[config.mk]
export PLATFORM = sky130hd
export DESIGN_NAME = c_keyword_token_classifier
export DESIGN_NICKNAME = d
export VERILOG_FILES = /design/src/rtl/core/kwtc_pkg.sv /design/src/rtl/core/c_keyword_token_classifier.sv
export SDC_FILE = /design/constraint.sdc
export NUM_CORES = 1
export LEC_CHECK = 0
export ABC_AREA = 1
export BUFFER_PORTS_ARGS = -buffer_cell sky130_fd_sc_hd__buf_2
export CORE_ASPECT_RATIO = 1.75
export CORE_MARGIN = 10
export CORE_UTILIZATION = 30
export CTS_BUF_LIST = sky130_fd_sc_hd__clkbuf_4
export DETAILED_ROUTE_END_ITERATION = 12
export SETUP_SLACK_MARGIN = 0.5
export SLEW_MARGIN = 15
export SYNTH_ARGS = -nofsm -noshare
export SYNTH_HDL_FRONTEND = slang
export SYNTH_SLANG_ARGS = --single-unit
export TNS_END_PERCENT = 30
[constraint.sdc]
create_clock -name clk -period 6.1 [get_ports clk]
set_input_delay 0.61 -clock clk [delete_from_list [all_inputs] [get_ports clk]]
set_output_delay 0.61 -clock clk [all_outputs]
set_load 0.02 [all_outputs]
[src/rtl/core/kwtc_pkg.sv]
`timescale 1ns / 1ps
// ----------------------------------------------------------------------------
// kwtc_pkg
// Shared types, scanner modes, token classes and the keyword table for the
// C keyword token classifier.
// ----------------------------------------------------------------------------
package kwtc_pkg;

  localparam int LINE_CHARS = 4096;
  localparam int KW_CHARS   = 8;
  localparam int POS_W      = 12;
  localparam int LEN_W      = 13;
  localparam int CLS_W      = 4;
  localparam int MODE_W     = 3;

  // scanner modes
  localparam logic [MODE_W-1:0] MODE_BETWEEN = 3'd0;
  localparam logic [MODE_W-1:0] MODE_QUOTE   = 3'd1;
  localparam logic [MODE_W-1:0] MODE_ANGLE   = 3'd2;
  localparam logic [MODE_W-1:0] MODE_COMMENT = 3'd3;
  localparam logic [MODE_W-1:0] MODE_PRE     = 3'd4;
  localparam logic [MODE_W-1:0] MODE_PLAIN   = 3'd5;

  // token classes
  localparam logic [CLS_W-1:0] CLS_TYPE    = 4'd0;
  localparam logic [CLS_W-1:0] CLS_CONTROL = 4'd1;
  localparam logic [CLS_W-1:0] CLS_RETURN  = 4'd2;
  localparam logic [CLS_W-1:0] CLS_MISC    = 4'd3;
  localparam logic [CLS_W-1:0] CLS_NUMBER  = 4'd4;
  localparam logic [CLS_W-1:0] CLS_STRING  = 4'd5;
  localparam logic [CLS_W-1:0] CLS_COMMENT = 4'd6;
  localparam logic [CLS_W-1:0] CLS_PRE     = 4'd7;
  localparam logic [CLS_W-1:0] CLS_ANGLE   = 4'd8;

  // characters with a meaning to the scanner
  localparam logic [7:0] CH_LF     = 8'd10;
  localparam logic [7:0] CH_SPACE  = 8'd32;
  localparam logic [7:0] CH_DQUOTE = 8'd34;
  localparam logic [7:0] CH_HASH   = 8'd35;
  localparam logic [7:0] CH_SQUOTE = 8'd39;
  localparam logic [7:0] CH_SLASH  = 8'd47;
  localparam logic [7:0] CH_LT     = 8'd60;
  localparam logic [7:0] CH_GT     = 8'd62;

  typedef logic [KW_CHARS-1:0][7:0] chars_t;

  // text holds the keyword right-aligned, last character in the low byte
  typedef struct packed {
    logic [8*KW_CHARS-1:0] text;
    logic [3:0]            len;
    logic [CLS_W-1:0]      cls;
  } kw_entry_t;

  typedef struct packed {
    logic             hit;
    logic [CLS_W-1:0] cls;
  } cls_res_t;

  typedef struct packed {
    logic [CLS_W-1:0] cls;
    logic [POS_W-1:0] start;
    logic [LEN_W-1:0] len;
    logic             last;
  } token_t;

  localparam int KW_COUNT = 24;

  localparam kw_entry_t KW_TABLE [KW_COUNT] = '{
    '{64'("int"),      4'd3, CLS_TYPE},
    '{64'("float"),    4'd5, CLS_TYPE},
    '{64'("double"),   4'd6, CLS_TYPE},
    '{64'("char"),     4'd4, CLS_TYPE},
    '{64'("void"),     4'd4, CLS_TYPE},
    '{64'("size_t"),   4'd6, CLS_TYPE},
    '{64'("short"),    4'd5, CLS_TYPE},
    '{64'("long"),     4'd4, CLS_TYPE},
    '{64'("auto"),     4'd4, CLS_TYPE},
    '{64'("if"),       4'd2, CLS_CONTROL},
    '{64'("else"),     4'd4, CLS_CONTROL},
    '{64'("for"),      4'd3, CLS_CONTROL},
    '{64'("while"),    4'd5, CLS_CONTROL},
    '{64'("do"),       4'd2, CLS_CONTROL},
    '{64'("goto"),     4'd4, CLS_CONTROL},
    '{64'("break"),    4'd5, CLS_CONTROL},
    '{64'("continue"), 4'd8, CLS_CONTROL},
    '{64'("switch"),   4'd6, CLS_CONTROL},
    '{64'("case"),     4'd4, CLS_CONTROL},
    '{64'("return"),   4'd6, CLS_RETURN},
    '{64'("const"),    4'd5, CLS_MISC},
    '{64'("typedef"),  4'd7, CLS_MISC},
    '{64'("struct"),   4'd6, CLS_MISC},
    '{64'("NULL"),     4'd4, CLS_MISC}
  };

  function automatic logic is_space(input logic [7:0] b);
    return (b == CH_SPACE) || (b >= 8'd9 && b <= 8'd13);
  endfunction

  function automatic logic is_digit(input logic [7:0] b);
    return b >= 8'd48 && b <= 8'd57;
  endfunction

  function automatic logic is_word(input logic [7:0] b);
    return is_digit(b) || (b >= 8'd65 && b <= 8'd90) ||
           (b >= 8'd97 && b <= 8'd122) || (b == 8'd95);
  endfunction

  function automatic cls_res_t classify(input logic [MODE_W-1:0] mode,
                                        input chars_t           chars,
                                        input logic [LEN_W-1:0] len,
                                        input logic             alld);
    cls_res_t r;
    logic     m;
    r = '{hit: 1'b0, cls: CLS_TYPE};
    case (mode)
      MODE_QUOTE:   r = '{hit: 1'b1, cls: CLS_STRING};
      MODE_ANGLE:   r = '{hit: 1'b1, cls: CLS_ANGLE};
      MODE_COMMENT: r = '{hit: 1'b1, cls: CLS_COMMENT};
      MODE_PRE:     r = '{hit: 1'b1, cls: CLS_PRE};
      MODE_PLAIN: begin
        if (alld && len != '0) begin
          r = '{hit: 1'b1, cls: CLS_NUMBER};
        end else if (len != '0 && len <= LEN_W'(KW_CHARS)) begin
          for (int i = 0; i < KW_COUNT; i++) begin
            m = (len == LEN_W'(KW_TABLE[i].len));
            for (int j = 0; j < KW_CHARS; j++) begin
              if (j < int'(KW_TABLE[i].len)) begin
                if (chars[j] != KW_TABLE[i].text[8*(int'(KW_TABLE[i].len)-1-j) +: 8])
                  m = 1'b0;
              end
            end
            if (m && !r.hit) r = '{hit: 1'b1, cls: KW_TABLE[i].cls};
          end
        end
      end
      default: ;
    endcase
    return r;
  endfunction

endpackage

[src/rtl/core/c_keyword_token_classifier.sv]
`timescale 1ns / 1ps
// A token that a beat closes is queued and offered from the queue head.
// Throughput: one text beat per cycle while text_stall is low; the scanner state
// update and keyword compare finish within the cycle, results go through a
// four-entry queue. A beat that closes two tokens pushes both, to be offered in
// turn; input stalls only while fewer than two queue entries are free.
// Reset (synchronous): scanner returns between words at position 0, queue empties.
// ----------------------------------------------------------------------------
// c_keyword_token_classifier
// Byte-serial lexer for one line of C-like text: splits words, classifies
// strings, angles, comments, preprocessor runs, numbers and keywords.
// ----------------------------------------------------------------------------
module c_keyword_token_classifier
  import kwtc_pkg::*;
(
  input  logic             clk,
  input  logic             rst,
  input  logic             text_valid,
  output logic             text_stall,
  input  logic [7:0]       text_byte,
  input  logic             line_end,
  output logic             token_valid,
  input  logic             token_stall,
  output logic [CLS_W-1:0] token_class,
  output logic [POS_W-1:0] token_start,
  output logic [LEN_W-1:0] token_length,
  output logic             run_last
);

  localparam int QD = 4;
  localparam int QA = $clog2(QD);

  // scanner state
  logic [MODE_W-1:0] mode, mode_next;
  logic              quote_dbl, quote_dbl_next;
  logic [POS_W-1:0]  line_pos, line_pos_next;
  logic [POS_W-1:0]  word_start, word_start_next;
  logic [LEN_W-1:0]  word_len, word_len_next;
  logic              all_digits, all_digits_next;
  chars_t            word_chars, word_chars_next;

  // result queue
  token_t            queue [QD];
  logic [QA-1:0]     wptr, rptr;
  logic [QA:0]       count;

  logic              accept, pop;
  logic              consumed, e1_try, e2_try, e1_ok, e2_ok;
  logic [MODE_W-1:0] mode_a, mode_b;
  logic [LEN_W-1:0]  len_app, e1_len;
  chars_t            chars_app;
  cls_res_t          e1, e2;
  token_t            tok1, tok2;
  logic [1:0]        push_n;
  logic [QA-1:0]     widx2;

  assign accept = text_valid && !text_stall;
  assign pop    = token_valid && !token_stall;

  always_comb begin
    len_app = (word_len < LEN_W'(LINE_CHARS)) ? word_len + 1'b1 : word_len;
    for (int i = 0; i < KW_CHARS; i++)
      chars_app[i] = (word_len == LEN_W'(i)) ? text_byte : word_chars[i];

    mode_a   = mode;
    consumed = 1'b0;
    e1_try   = 1'b0;
    e1_len   = word_len;
    unique case (mode)
      MODE_PLAIN: begin
        if (word_len == LEN_W'(1) && word_chars[0] == CH_SLASH && text_byte == CH_SLASH) begin
          mode_a   = MODE_COMMENT;
          consumed = 1'b1;
        end else if (is_word(text_byte)) begin
          consumed = 1'b1;
        end else begin
          e1_try = 1'b1;
          mode_a = MODE_BETWEEN;
        end
      end
      MODE_PRE: begin
        if (text_byte == CH_LT || text_byte == CH_DQUOTE || text_byte == CH_LF) begin
          e1_try = 1'b1;
          mode_a = MODE_BETWEEN;
        end else begin
          consumed = 1'b1;
        end
      end
      MODE_QUOTE: begin
        consumed = 1'b1;
        if (text_byte == (quote_dbl ? CH_DQUOTE : CH_SQUOTE)) begin
          e1_try = 1'b1;
          e1_len = len_app;
          mode_a = MODE_BETWEEN;
        end
      end
      MODE_ANGLE: begin
        consumed = 1'b1;
        if (text_byte == CH_GT) begin
          e1_try = 1'b1;
          e1_len = len_app;
          mode_a = MODE_BETWEEN;
        end
      end
      MODE_COMMENT: consumed = 1'b1;
      default:      mode_a = MODE_BETWEEN;
    endcase

    e1    = classify(mode, word_chars, e1_len, all_digits);
    e1_ok = e1_try && e1.hit;

    mode_b          = mode_a;
    quote_dbl_next  = quote_dbl;
    word_start_next = word_start;
    word_len_next   = word_len;
    all_digits_next = all_digits;
    word_chars_next = word_chars;
    if (consumed) begin
      word_len_next   = len_app;
      word_chars_next = chars_app;
      all_digits_next = all_digits && is_digit(text_byte);
    end else if (!is_space(text_byte)) begin
      // new word opens on this beat
      word_start_next    = line_pos;
      word_len_next      = LEN_W'(1);
      all_digits_next    = is_digit(text_byte);
      word_chars_next[0] = text_byte;
      if (text_byte == CH_DQUOTE || text_byte == CH_SQUOTE) begin
        mode_b         = MODE_QUOTE;
        quote_dbl_next = (text_byte == CH_DQUOTE);
      end else if (text_byte == CH_LT) begin
        mode_b = MODE_ANGLE;
      end else if (text_byte == CH_HASH) begin
        mode_b = MODE_PRE;
      end else begin
        mode_b = MODE_PLAIN;
      end
    end

    e2_try = line_end && (mode_b != MODE_BETWEEN);
    e2     = classify(mode_b, word_chars_next, word_len_next, all_digits_next);
    e2_ok  = e2_try && e2.hit;

    if (line_end) begin
      mode_next     = MODE_BETWEEN;
      line_pos_next = '0;
    end else begin
      mode_next     = mode_b;
      line_pos_next = (line_pos < POS_W'(LINE_CHARS - 1)) ? line_pos + 1'b1 : line_pos;
    end

    tok1 = '{cls: e1.cls, start: word_start, len: e1_len, last: !e2_ok};
    tok2 = '{cls: e2.cls, start: word_start_next, len: word_len_next, last: 1'b1};
    push_n = accept ? (2'(e1_ok) + 2'(e2_ok)) : 2'd0;
    widx2  = e1_ok ? wptr + 1'b1 : wptr;
  end

  always_ff @(posedge clk) begin
    if (rst) begin
      mode       <= MODE_BETWEEN;
      quote_dbl  <= 1'b0;
      line_pos   <= '0;
      word_start <= '0;
      word_len   <= '0;
      all_digits <= 1'b1;
    end else if (accept) begin
      mode       <= mode_next;
      quote_dbl  <= quote_dbl_next;
      line_pos   <= line_pos_next;
      word_start <= word_start_next;
      word_len   <= word_len_next;
      all_digits <= all_digits_next;
    end
  end

  always_ff @(posedge clk) begin
    if (accept) word_chars <= word_chars_next;
  end

  always_ff @(posedge clk) begin
    if (accept && e1_ok) queue[wptr]  <= tok1;
    if (accept && e2_ok) queue[widx2] <= tok2;
  end

  always_ff @(posedge clk) begin
    if (rst) begin
      wptr  <= '0;
      rptr  <= '0;
      count <= '0;
    end else begin
      wptr  <= wptr + QA'(push_n);
      rptr  <= rptr + QA'(pop);
      count <= count + (QA+1)'(push_n) - (QA+1)'(pop);
    end
  end

  // room for two results per beat
  assign text_stall   = (count > (QA+1)'(QD - 2));
  assign token_valid  = (count != '0);
  assign token_class  = queue[rptr].cls;
  assign token_start  = queue[rptr].start;
  assign token_length = queue[rptr].len;
  assign run_last     = queue[rptr].last;

endmodule

==> After elaboration in Yosys (flattened, before gate mapping) <==
Memories as Yosys holds them, arrays and structs flattened. A register that Yosys moved wholly into a read port is not among the register bits.
Index checks and enable logic that the tools add are counted.
{ "totals": {"regBits": 113, "ramBits": 120, "input_bits": 13, "memories": 1} }
{ "memory_table": {"columns": ["memory", "depth", "word_bits", "read_ports", "rd_clocked_by_memory_dff", "write_ports", "line_no", "text"], "rows": [
  ["queue", 4, 30, 1, 1, 2, "c_keyword_token_classifier.sv:43", "token_t queue [QD];"]
]} }
{ "classes": {"addsub": 8, "magnitude_cmp": 13, "eq_ne": 180, "muxes": 607, "bitwise": 2, "n_reduce_logical": 129} }
{ "op_table": {"columns": ["op", "n"], "rows": [
  ["$ne 8x7->1 const B", 138],
  ["$mux 5", 190],
  ["$mux 1", 377],
  ["$eq 13x3->1 const B", 12],
  ["$mux 8", 10],
  ["$eq 13x2->1 const B", 6],
  ["$mux 13", 5],
  ["$eq 8x6->1 const B", 8],
  ["$logic_and 1x1->1", 64],
  ["$mux 56", 1],
  ["$pmux 5 s5", 2],
  ["$logic_not 1->1", 49],
  ["$mux 12", 4],
  ["$mux 3", 11],
  ["$eq 13x4->1 const B", 2],
  ["$le 13x4->1 const B", 2],
  ["$pmux 13 s2", 1],
  ["$reduce_bool 13->1", 2],
  ["$ge 8x7->1 const B", 2],
  ["$le 8x7->1 const B", 2],
  ["$pmux 3 s5", 1],
  ["$add 13x1->13 const B", 1],
  ["$eq 13x1->1 const B", 1],
  ["$logic_not 13->1", 1],
  ["other kinds (30)", 47]
]} }

==> Depth between registers and ports, before layout <==
Gate-level depths: netlist (run 1).
{ "depth": {"ltp_word": 163, "depth_mapped": 39} }

==> Worst setup path before layout (run 1) <==
No wires, ideal clock.
{ "synth_path": {"kind": "in2reg", "start": "input port text_byte[6]", "end": "register count[2]", "setup_time_ns": 0.120, "arrival_ns": 4.782, "required_time_ns": 5.980, "path_slack_ns": 1.198, "cell_stages": 30, "n_path_buf": 6, "cell_sequence": "buf_4 -> inv_2 -> nand2_1 -> nor2_2 -> nand3_1 -> nand3_1 -> nor2_2 -> nor2_4 -> nand2_4 -> buf_4 -> buf_4 -> buf_4 -> nor2_4 -> inv_1 -> o21ai_0 -> inv_1 -> nor2_1 -> nand2_1 -> nor2_1 -> nor2_4 -> buf_6 -> buf_2 -> ha_1 -> nand2_1 -> ha_1 -> inv_1 -> ha_1 -> fa_1 -> o21ai_0 -> a21oi_1"} }
{ "synth_between": {"elab_chain_cells": 163} }
{ "synth_lines": {"columns": ["item", "line_no", "text"], "rows": [
  ["start: declaration", "c_keyword_token_classifier.sv:20", "input logic [7:0] text_byte,"],
  ["$ge 8x6->1 (tied with other cells)", "kwtc_pkg.sv:100", "return b >= 8'd48 && b <= 8'd57;"],
  ["$logic_and 1x1->1, on equally long branches", "kwtc_pkg.sv:100, kwtc_pkg.sv:104", null],
  ["$logic_or 1x1->1 (2 in a row)", "kwtc_pkg.sv:104", "return is_digit(b) || (b >= 8'd65 && b <= 8'd90) ||"],
  ["$logic_or 1x1->1", "kwtc_pkg.sv:105", "(b >= 8'd97 && b <= 8'd122) || (b == 8'd95);"],
  ["$mux 1", "c_keyword_token_classifier.sv:74", "end else if (is_word(text_byte)) begin"],
  ["$mux 1", "c_keyword_token_classifier.sv:71", "if (word_len == LEN_W'(1) && word_chars[0] == CH_SLASH && text_byte == CH_SLASH) begin"],
  ["$pmux 1 s3", "c_keyword_token_classifier.sv:69", "unique case (mode)"],
  ["$mux 13 or $mux 8 (tied branches)", "c_keyword_token_classifier.sv:118", "if (consumed) begin"],
  ["(+146 left out)", null, null],
  ["$mux 5", "kwtc_pkg.sv:123", "end else if (len != '0 && len <= LEN_W'(KW_CHARS)) begin"],
  ["$mux 5", "kwtc_pkg.sv:121", "if (alld && len != '0) begin"],
  ["$pmux 5 s5", "kwtc_pkg.sv:115", "case (mode)"],
  ["$logic_and 1x1->1", "c_keyword_token_classifier.sv:142", "e2_ok = e2_try && e2.hit;"],
  ["$add 1x1->2 (*)", "c_keyword_token_classifier.sv:154", "push_n = accept ? (2'(e1_ok) + 2'(e2_ok)) : 2'd0;"],
  ["$mux 2 (*)", "c_keyword_token_classifier.sv:154", null],
  ["$add 3x2->3 (*)", "c_keyword_token_classifier.sv:193", "count <= count + (QA+1)'(push_n) - (QA+1)'(pop);"],
  ["$sub 3x1->3 (*)", "c_keyword_token_classifier.sv:193", null],
  ["end signal: assignment", "c_keyword_token_classifier.sv:193", null],
  ["end: declaration", "c_keyword_token_classifier.sv:45", "logic [QA:0] count;"]
]} }
Every way passes the cells marked *; elsewhere a longest branch is shown, timed or not. The select of a mux whose other input is x is not followed.
A chain may end at the register's enable or synchronous reset.

==> Final worst setup path (run 1) <==
{ "layout_path": {"start": "register word_len[6]", "end": "register count[2]"} }
{ "layout_between": {"elab_chain_cells": 160} }
{ "layout_lines": {"columns": ["item", "line_no", "text"], "rows": [
  ["start: declaration", "c_keyword_token_classifier.sv:38", "logic [LEN_W-1:0] word_len, word_len_next;"],
  ["start signal: assignment", "c_keyword_token_classifier.sv:171", "word_len <= word_len_next;"],
  ["parallel branches: the longest is 156 deep, another holds $add 13x1->13", null, null],
  ["$add 1x1->2 (*)", "c_keyword_token_classifier.sv:154", null],
  ["$mux 2 (*)", "c_keyword_token_classifier.sv:154", null],
  ["$add 3x2->3 (*)", "c_keyword_token_classifier.sv:193", null],
  ["$sub 3x1->3 (*)", "c_keyword_token_classifier.sv:193", null]
]} }
Every way passes the cells marked *. The select of a mux whose other input is x is not followed.

==> qor.csv, run 1 <==
metric;value;unit
status;finished, final reports clean;
leakagePower;8.55;nW
hold_buffers;0;
die_y;339;µm
maxCapViolCount;0;
finClkSkew;0.0787;ns
worstSetupEndpointType;register;
syn_inst;2666;
overflow;0;
fin_crit;5.25;ns
dr.pass1.iters;6;
first_global_vias;18581;
synth-edff-count;180;
dr_total_vias;18733;
cts_buffer_depth;3;
grt_usage;21.6;%
clock.fmax;190;MHz
finalWeightedCongestion;1.08;
critical_path_arrival;5.94;ns
cp_common_cell;nand2_1;
nFillCells;6449;
syn_area;0.0175;mm²
hp-start;text_byte[0];
dpl_cell_area;0.0192;mm²
clkLatencyLatePin;0.82;ns
cts_tree;built;
max_stage_delay;0.42;ns
cts_max_level;2;
p_total;0.00731;W
antenna_found_initial;3;
die_w;202;µm
power_switching;0.00361;W
wl;76.2;mm
dp.cells;3512;
synth-async-reset-ratio;0;%
wl_per_cell;21.0;µm
switching_share;49.4;%
reg2reg_slack;0.85;ns
yosysWarnings;0;
fin_setup_tns;0;ns
dp_hpwl;59.2;mm
finalSetupViolations;0;
grt_pass1_wl;113;mm
synth.ff_latch_count;233;
finalHoldViolCount;0;
design_area;0.0201;mm²
synthToLayoutAreaGrowth;15.1;%
min_to;quote_dbl;
start_kind;register;
seq_area_frac_synth;37.0;%
ios;45;
rsz0062_at_grt;no;
die-area;0.0687;mm²
power_density;363;mW/mm²
drv_slew;0;
drc;0;
crit_type;reg2reg;
r2r-end;count[2];
grt_start_max_net_pins;67;
stdcell_count;3622;
yosysTopAreaCellShare;30.9;%
ff2ff_path_depth;35;
p_comb_share;50.7;%
fp.coreArea;0.0580;mm²
path_clk_slew;0.08;ns
hold_path.class;in2reg;
whs;0.250;ns
postSynthAreaPerCell;6.55;µm²
viasPerCell;5.17;
r2r-start;word_len[6];
yosys.cell_types.count;44;
power.internal;0.00370;W
syn_nets;2695;
cts_buffers;56;
cts-root-buf;clkbuf_4;
initial_utilization;30.1;%
fin_crit_sh;86.1;%
max_slew_margin;25.8;%
p_seq_share;30.8;%
cp_max_fo;31;
yosysTopAreaCell;edfxtp_1;
peakVddDrop;0.158;mV
synthTopCellsByArea;edfxtp_1 (31%), nand2_1 (15%), nor2_1 (9.3%);
min_path_cells;4;
drtIter0Drc;1193;
ant_nets;0;
layout.nets;2833;
cts.sinks;233;
crit_slowest_cell;dfxtp_1;
port_buffers;44;
power.share.clock;18.5;%
drive_above_1_share;13.6;%
required;6.79;ns
worstMarginPinSlew;1.11;ns
synth_ff_type;edfxtp_1;
fp-row-count;117;
[cell type report]
cell class              instances  area (µm²)  area share, %
diodes                          2        5.00         0.0249
clock buffers                  76         571           2.84
clock inverters                25         155          0.771
inverters                     328        1230           6.13
multi-input cells            1994        9240           45.9
flip-flops and latches        233        6470           32.2
well taps                     773         967           4.81
repair buffers                191        1470           7.33
[logic make-up after synthesis]
group | synth area share [%]
AND/OR/NAND/NOR | 38.2
XOR/XNOR | 0.401
buffers and inverters | 10.6
multiplexers | 0.115
adder cells (fa/ha/maj) | 1.19
flip-flops | 37.0
AO/OA/AOI/OAI | 12.5
[state kept, by name, summed over array words and instances (netlist names), 2 cells and up]
name / count
line_pos: 12
rptr: 2
queue: 120
mode: 3
count: 3
wptr: 2
word_chars: 64
word_len: 13
word_start: 12
[timing repair]
action	CTS	global route
setup buffers	0	7
setup endpoints to repair	0	96
gates resized for setup	0	25
[worst max path at each step]
| stage | start | end | slack (ns) | cells after the start |
|---|---|---|---|---|
| 2_1_floorplan | text_byte[6] | count[2] | 1.20 | 30 |
| 3_3_place_gp | text_byte[2] | count[2] | 0.26 | 33 |
| 3_5_place_dp | text_byte[6] | count[2] | 0.28 | 32 |
| 4_1_cts | word_len[5] | count[2] | 0.60 | 35 |
| 5_1_grt | word_len[1] | count[2] | 0.50 | 36 |
| 6_report | word_len[6] | count[2] | 0.85 | 35 |
[power groups by stage]
stage	Sequential, W	Clock, W	Combinational, W
2_1_floorplan	0.00219	0	0.00222
3_3_place_gp	0.00227	0	0.00361
3_5_place_dp	0.00227	0	0.00360
4_1_cts	0.00224	0.00138	0.00361
5_1_grt	0.00227	0.00145	0.00404
6_report	0.00225	0.00135	0.00371
[critical path, delay by kind of cell (launching register included)]
family | cells | cell delay [ns]
AOI/OAI and AO/OA | 2 | 0.20
and+or+nand+nor | 24 | 2.61
adders and majority gates | 4 | 1.13
DFF | 1 | 0.42
buffers and inverters | 5 | 0.77
[stage by stage]
step	worst slack [ns]	utilization [%]
floorplan	1.20	-
global placement	0.257	33.2
detailed placement	0.280	33.2
CTS	0.597	34.4
global route	0.497	34.7
finish	0.849	34.7
[routing by layer]
layer	part of all wire [%]	vias up	wire length [µm]	global-route usage, %
met5	0	-	0	0
met4	9.6	0	7340	18.9
met3	4.4	316	3360	2.59
met2	54	723	40800	41.3
met1	32	8573	24700	19.4
li1	-	9121	-	-
[synth_stat cells, types with 2 or more instances]
master / instances
nor2_1: 435
o22ai_1: 32
or2_2: 2
inv_1: 293
clkbuf_1: 46
ha_1: 15
xnor2_1: 2
inv_2: 34
a21oi_1: 57
edfxtp_1: 180
o21ai_1: 98
and3_1: 2
a211oi_1: 5
buf_2: 34
buf_4: 9
buf_1: 5
dfxtp_1: 53
nor2_4: 9
nand2_4: 2
nand2_2: 11
nand3_2: 5
o211ai_1: 6
mux2i_1: 2
nor4_1: 33
nand3b_1: 16
and2_1: 2
buf_6: 17
nand3_1: 187
nor2_2: 17
nor3_1: 62
nand4_1: 77
nand2_1: 688
xor2_1: 6
o21ai_0: 213
a21oi_2: 2
[cell usage in the layout, fill, tap and decap left out, types with 3 or more instances in the layout]
| master | synthesis | final |
|---|---|---|
| clkinv_1 | 1 | 11 |
| o21ai_1 | 98 | 98 |
| dfxtp_1 | 53 | 51 |
| edfxtp_1 | 180 | 180 |
| inv_2 | 34 | 34 |
| buf_4 | 9 | 135 |
| a211oi_1 | 5 | 5 |
| nand4_1 | 77 | 77 |
| ha_1 | 15 | 15 |
| nand3_1 | 187 | 185 |
| a21oi_1 | 57 | 56 |
| nor2_1 | 435 | 428 |
| buf_12 | 0 | 12 |
| nor4_1 | 33 | 33 |
| nor2_2 | 17 | 19 |
| o22ai_1 | 32 | 32 |
| o211ai_1 | 6 | 6 |
| nor3_1 | 62 | 61 |
| nor2_4 | 9 | 14 |
| nand3_2 | 5 | 7 |
| clkinv_2 | 0 | 11 |
| nand2_2 | 11 | 19 |
| inv_1 | 293 | 293 |
| clkbuf_4 | 0 | 76 |
| nand2_1 | 688 | 680 |
| o21ai_0 | 213 | 212 |
| buf_2 | 34 | 44 |
| xor2_1 | 6 | 6 |
| a21oi_2 | 2 | 3 |
| nand3b_1 | 16 | 16 |
Power figures use the tool's default switching activity.
==> inputs of run 2 (changes only) <==
- GPL_TIMING_DRIVEN: default -> 0
==> run 2 against run 1 <==
Power up 3.5%. Hold slack got worse by 0.028 ns. Non-clock buffer count up 7. Clock-buffer cell count shrank 8. Critical path depth is 14 lower. Setup slack got worse by 0.23 ns. Maximum frequency fell by 4.3%. First-iteration DRC count is 25% higher.
==> qor.csv, run 2 (synthesized netlist as in run 1, its figures left out) <==
metric;value;unit;change
layout.cells.most_common_list;nand2_1 (627), nor2_1 (404), inv_1 (287);;
antenna_found_initial;1;;-2
fin_setup_tns;0;ns;unchanged
crit_type;reg2reg;;
fp-row-count;117;;unchanged
first_global_vias;18503;;-0.42%
use_met1;20.0;%;+0.59 points
start_kind;register;;
dpl_cell_area;0.0188;mm²;-2.3%
final_common_cell;nand2_1;;
finalSetupViolations;0;;unchanged
fin_crit_sh;89.9;%;+3.8 points
largest_reg_flops;120;;unchanged
overflow;0;;unchanged
power.share.clock;18.1;%;-0.4 points
grt_usage;23.0;%;+1.4 points
design_area;0.0205;mm²;+1.8%
drtIter0Drc;1487;;+25%
cts.sinks;233;;unchanged
clkLatencyLatePin;0.82;ns;about the same
power_density;369;mW/mm²;+1.7%
drc;0;;unchanged
switching_share;50.6;%;+1.2 points
required;6.61;ns;-0.18 ns
met2_usage;43.0;%;+1.6 points
rsz0062_at_grt;no;;
dp_hpwl;65.3;mm;+10%
hold_buffers;0;;unchanged
port_buffers;42;;-4.5%
maxCapViolCount;0;;unchanged
cts_tree;built;;
critical_path_arrival;5.99;ns;+0.05 ns
fin_crit;5.48;ns;+0.233 ns
wl;82.2;mm;+7.9%
grt_pass1_wl;118;mm;+4.5%
busiest_layer;met2;;
status;finished, final reports clean;;
finalWeightedCongestion;1.02;;-6.2%
hold_path.class;in2reg;;
cts-root-buf;clkbuf_4;;
cts_buffers;53;;-5.4%
stdcell_count;3626;;+0.11%
path_clk_slew;0.08;ns;about the same
die_w;202;µm;unchanged
p_seq_share;29.5;%;-1.3 points
dp.cells;3487;;-0.71%
reg2reg_slack;0.62;ns;-0.23 ns
layout.nets;2837;;+0.14%
power.internal;0.00374;W;+0.98%
die-area;0.0687;mm²;unchanged
cts_buffer_depth;3;;unchanged
wl_per_cell;22.7;µm;+7.8%
power_switching;0.00383;W;+6.1%
ios;45;;unchanged
clock.fmax;182;MHz;-4.3%
finClkSkew;0.0781;ns;-0.000572 ns
dr_total_vias;19139;;+2.2%
ant_nets;0;;unchanged
max_slew_margin;6.07;%;-20 points
initial_utilization;30.1;%;unchanged
drv_slew;0;;unchanged
grt_start_max_net_pins;50;;-25%
worstMarginPinSlew;1.40;ns;+0.285 ns
finalHoldViolCount;0;;unchanged
die_y;339;µm;unchanged
p_total;0.00756;W;+3.5%
regMostFlops;queue;;
reg_top3;queue x120, word_chars x64, word_len x13;;
dr.pass1.iters;6;;unchanged
p_comb_share;52.4;%;+1.7 points
leakagePower;8.47;nW;-0.90%
fp.coreArea;0.0580;mm²;unchanged
cp_max_fo;22;;-29%
synthToLayoutAreaGrowth;17.2;%;
cts_max_level;2;;unchanged
drive_above_1_share;15.4;%;+1.7 points
grt_use_met3;2.79;%;+0.20 points
viasPerCell;5.28;;+2.1%
worstSetupEndpointType;register;;
peakVddDrop;0.212;mV;+35%
-- run 2: layer usage --
metal | vias up | share of wire (%)
met4 | 0 | 12
li1 | 9138 | -
met1 | 8760 | 31
met2 | 857 | 52
met5 | - | 0
met3 | 384 | 4.3
-- run 2: metrics by stage --
step / hold slack, ns / worst slack, ns / util (%)
after detailed placement: 0.472 / -0.820 / 32.4
after global routing: 0.196 / 0.417 / 35.3
after global placement: 0.471 / -1.12 / 32.2
after CTS: 0.149 / 0.501 / 34.3
final: 0.222 / 0.616 / 35.3
after floorplan: 0.451 / 1.20 / -
-- run 2: worst paths after layout --
kind	startpoint	to	cells after the start
setup / recovery	mode[0]	queue[1][7]	21
hold / removal	rst	word_len[0]	4
setup reg to reg	mode[0]	queue[1][7]	21
hold reg to reg	mode[2]	mode[2]	2
-- run 2: final cells by class --
class                      count  area, µm²
antenna                        1       2.50
buffer                       111        743
clock buffer                  68        510
clock inverter                31        215
fill                        6450      37500
inverter                     328       1240
multi-input combinational   1994       9680
sequential                   233       6470
tap                          773        967
timing repair buffer          87        641
-- run 2: worst max-delay path, cell delays in order, from the launching register on --
cell and delay (ns):
dfxtp_1 0.40, inv_1 0.09, nand3_1 0.25, inv_1 0.21
a21boi_0 0.27, nand2_2 0.25, nand2_1 0.12, nand2_1 0.26
inv_2 0.29, nand4_1 0.19, o311ai_1 0.69, nand3_1 0.21
nor2_1 0.17, nand2_2 0.11, nand2_2 0.14, nand2_1 0.07
nand2_1 0.09, nor2_2 0.08, nand3_1 0.12, buf_1 0.53
nand2_2 0.35, buf_12 0.28
-- run 2: power groups by stage --
stage          registers, W  clock network [W]  logic (W)
4_1_cts             0.00222            0.00139    0.00366
3_5_place_dp        0.00225                  0    0.00349
6_report            0.00223            0.00137    0.00396
5_1_grt             0.00225            0.00147    0.00427
2_1_floorplan       0.00219                  0    0.00222
3_3_place_gp        0.00226                  0    0.00347
-- run 2: what timing repair did --
action	in CTS	in global routing
endpoints found under the setup margin	128	76
cloned	0	2
pin swaps	11	26
buffers inserted	13	24
resized for setup	82	120
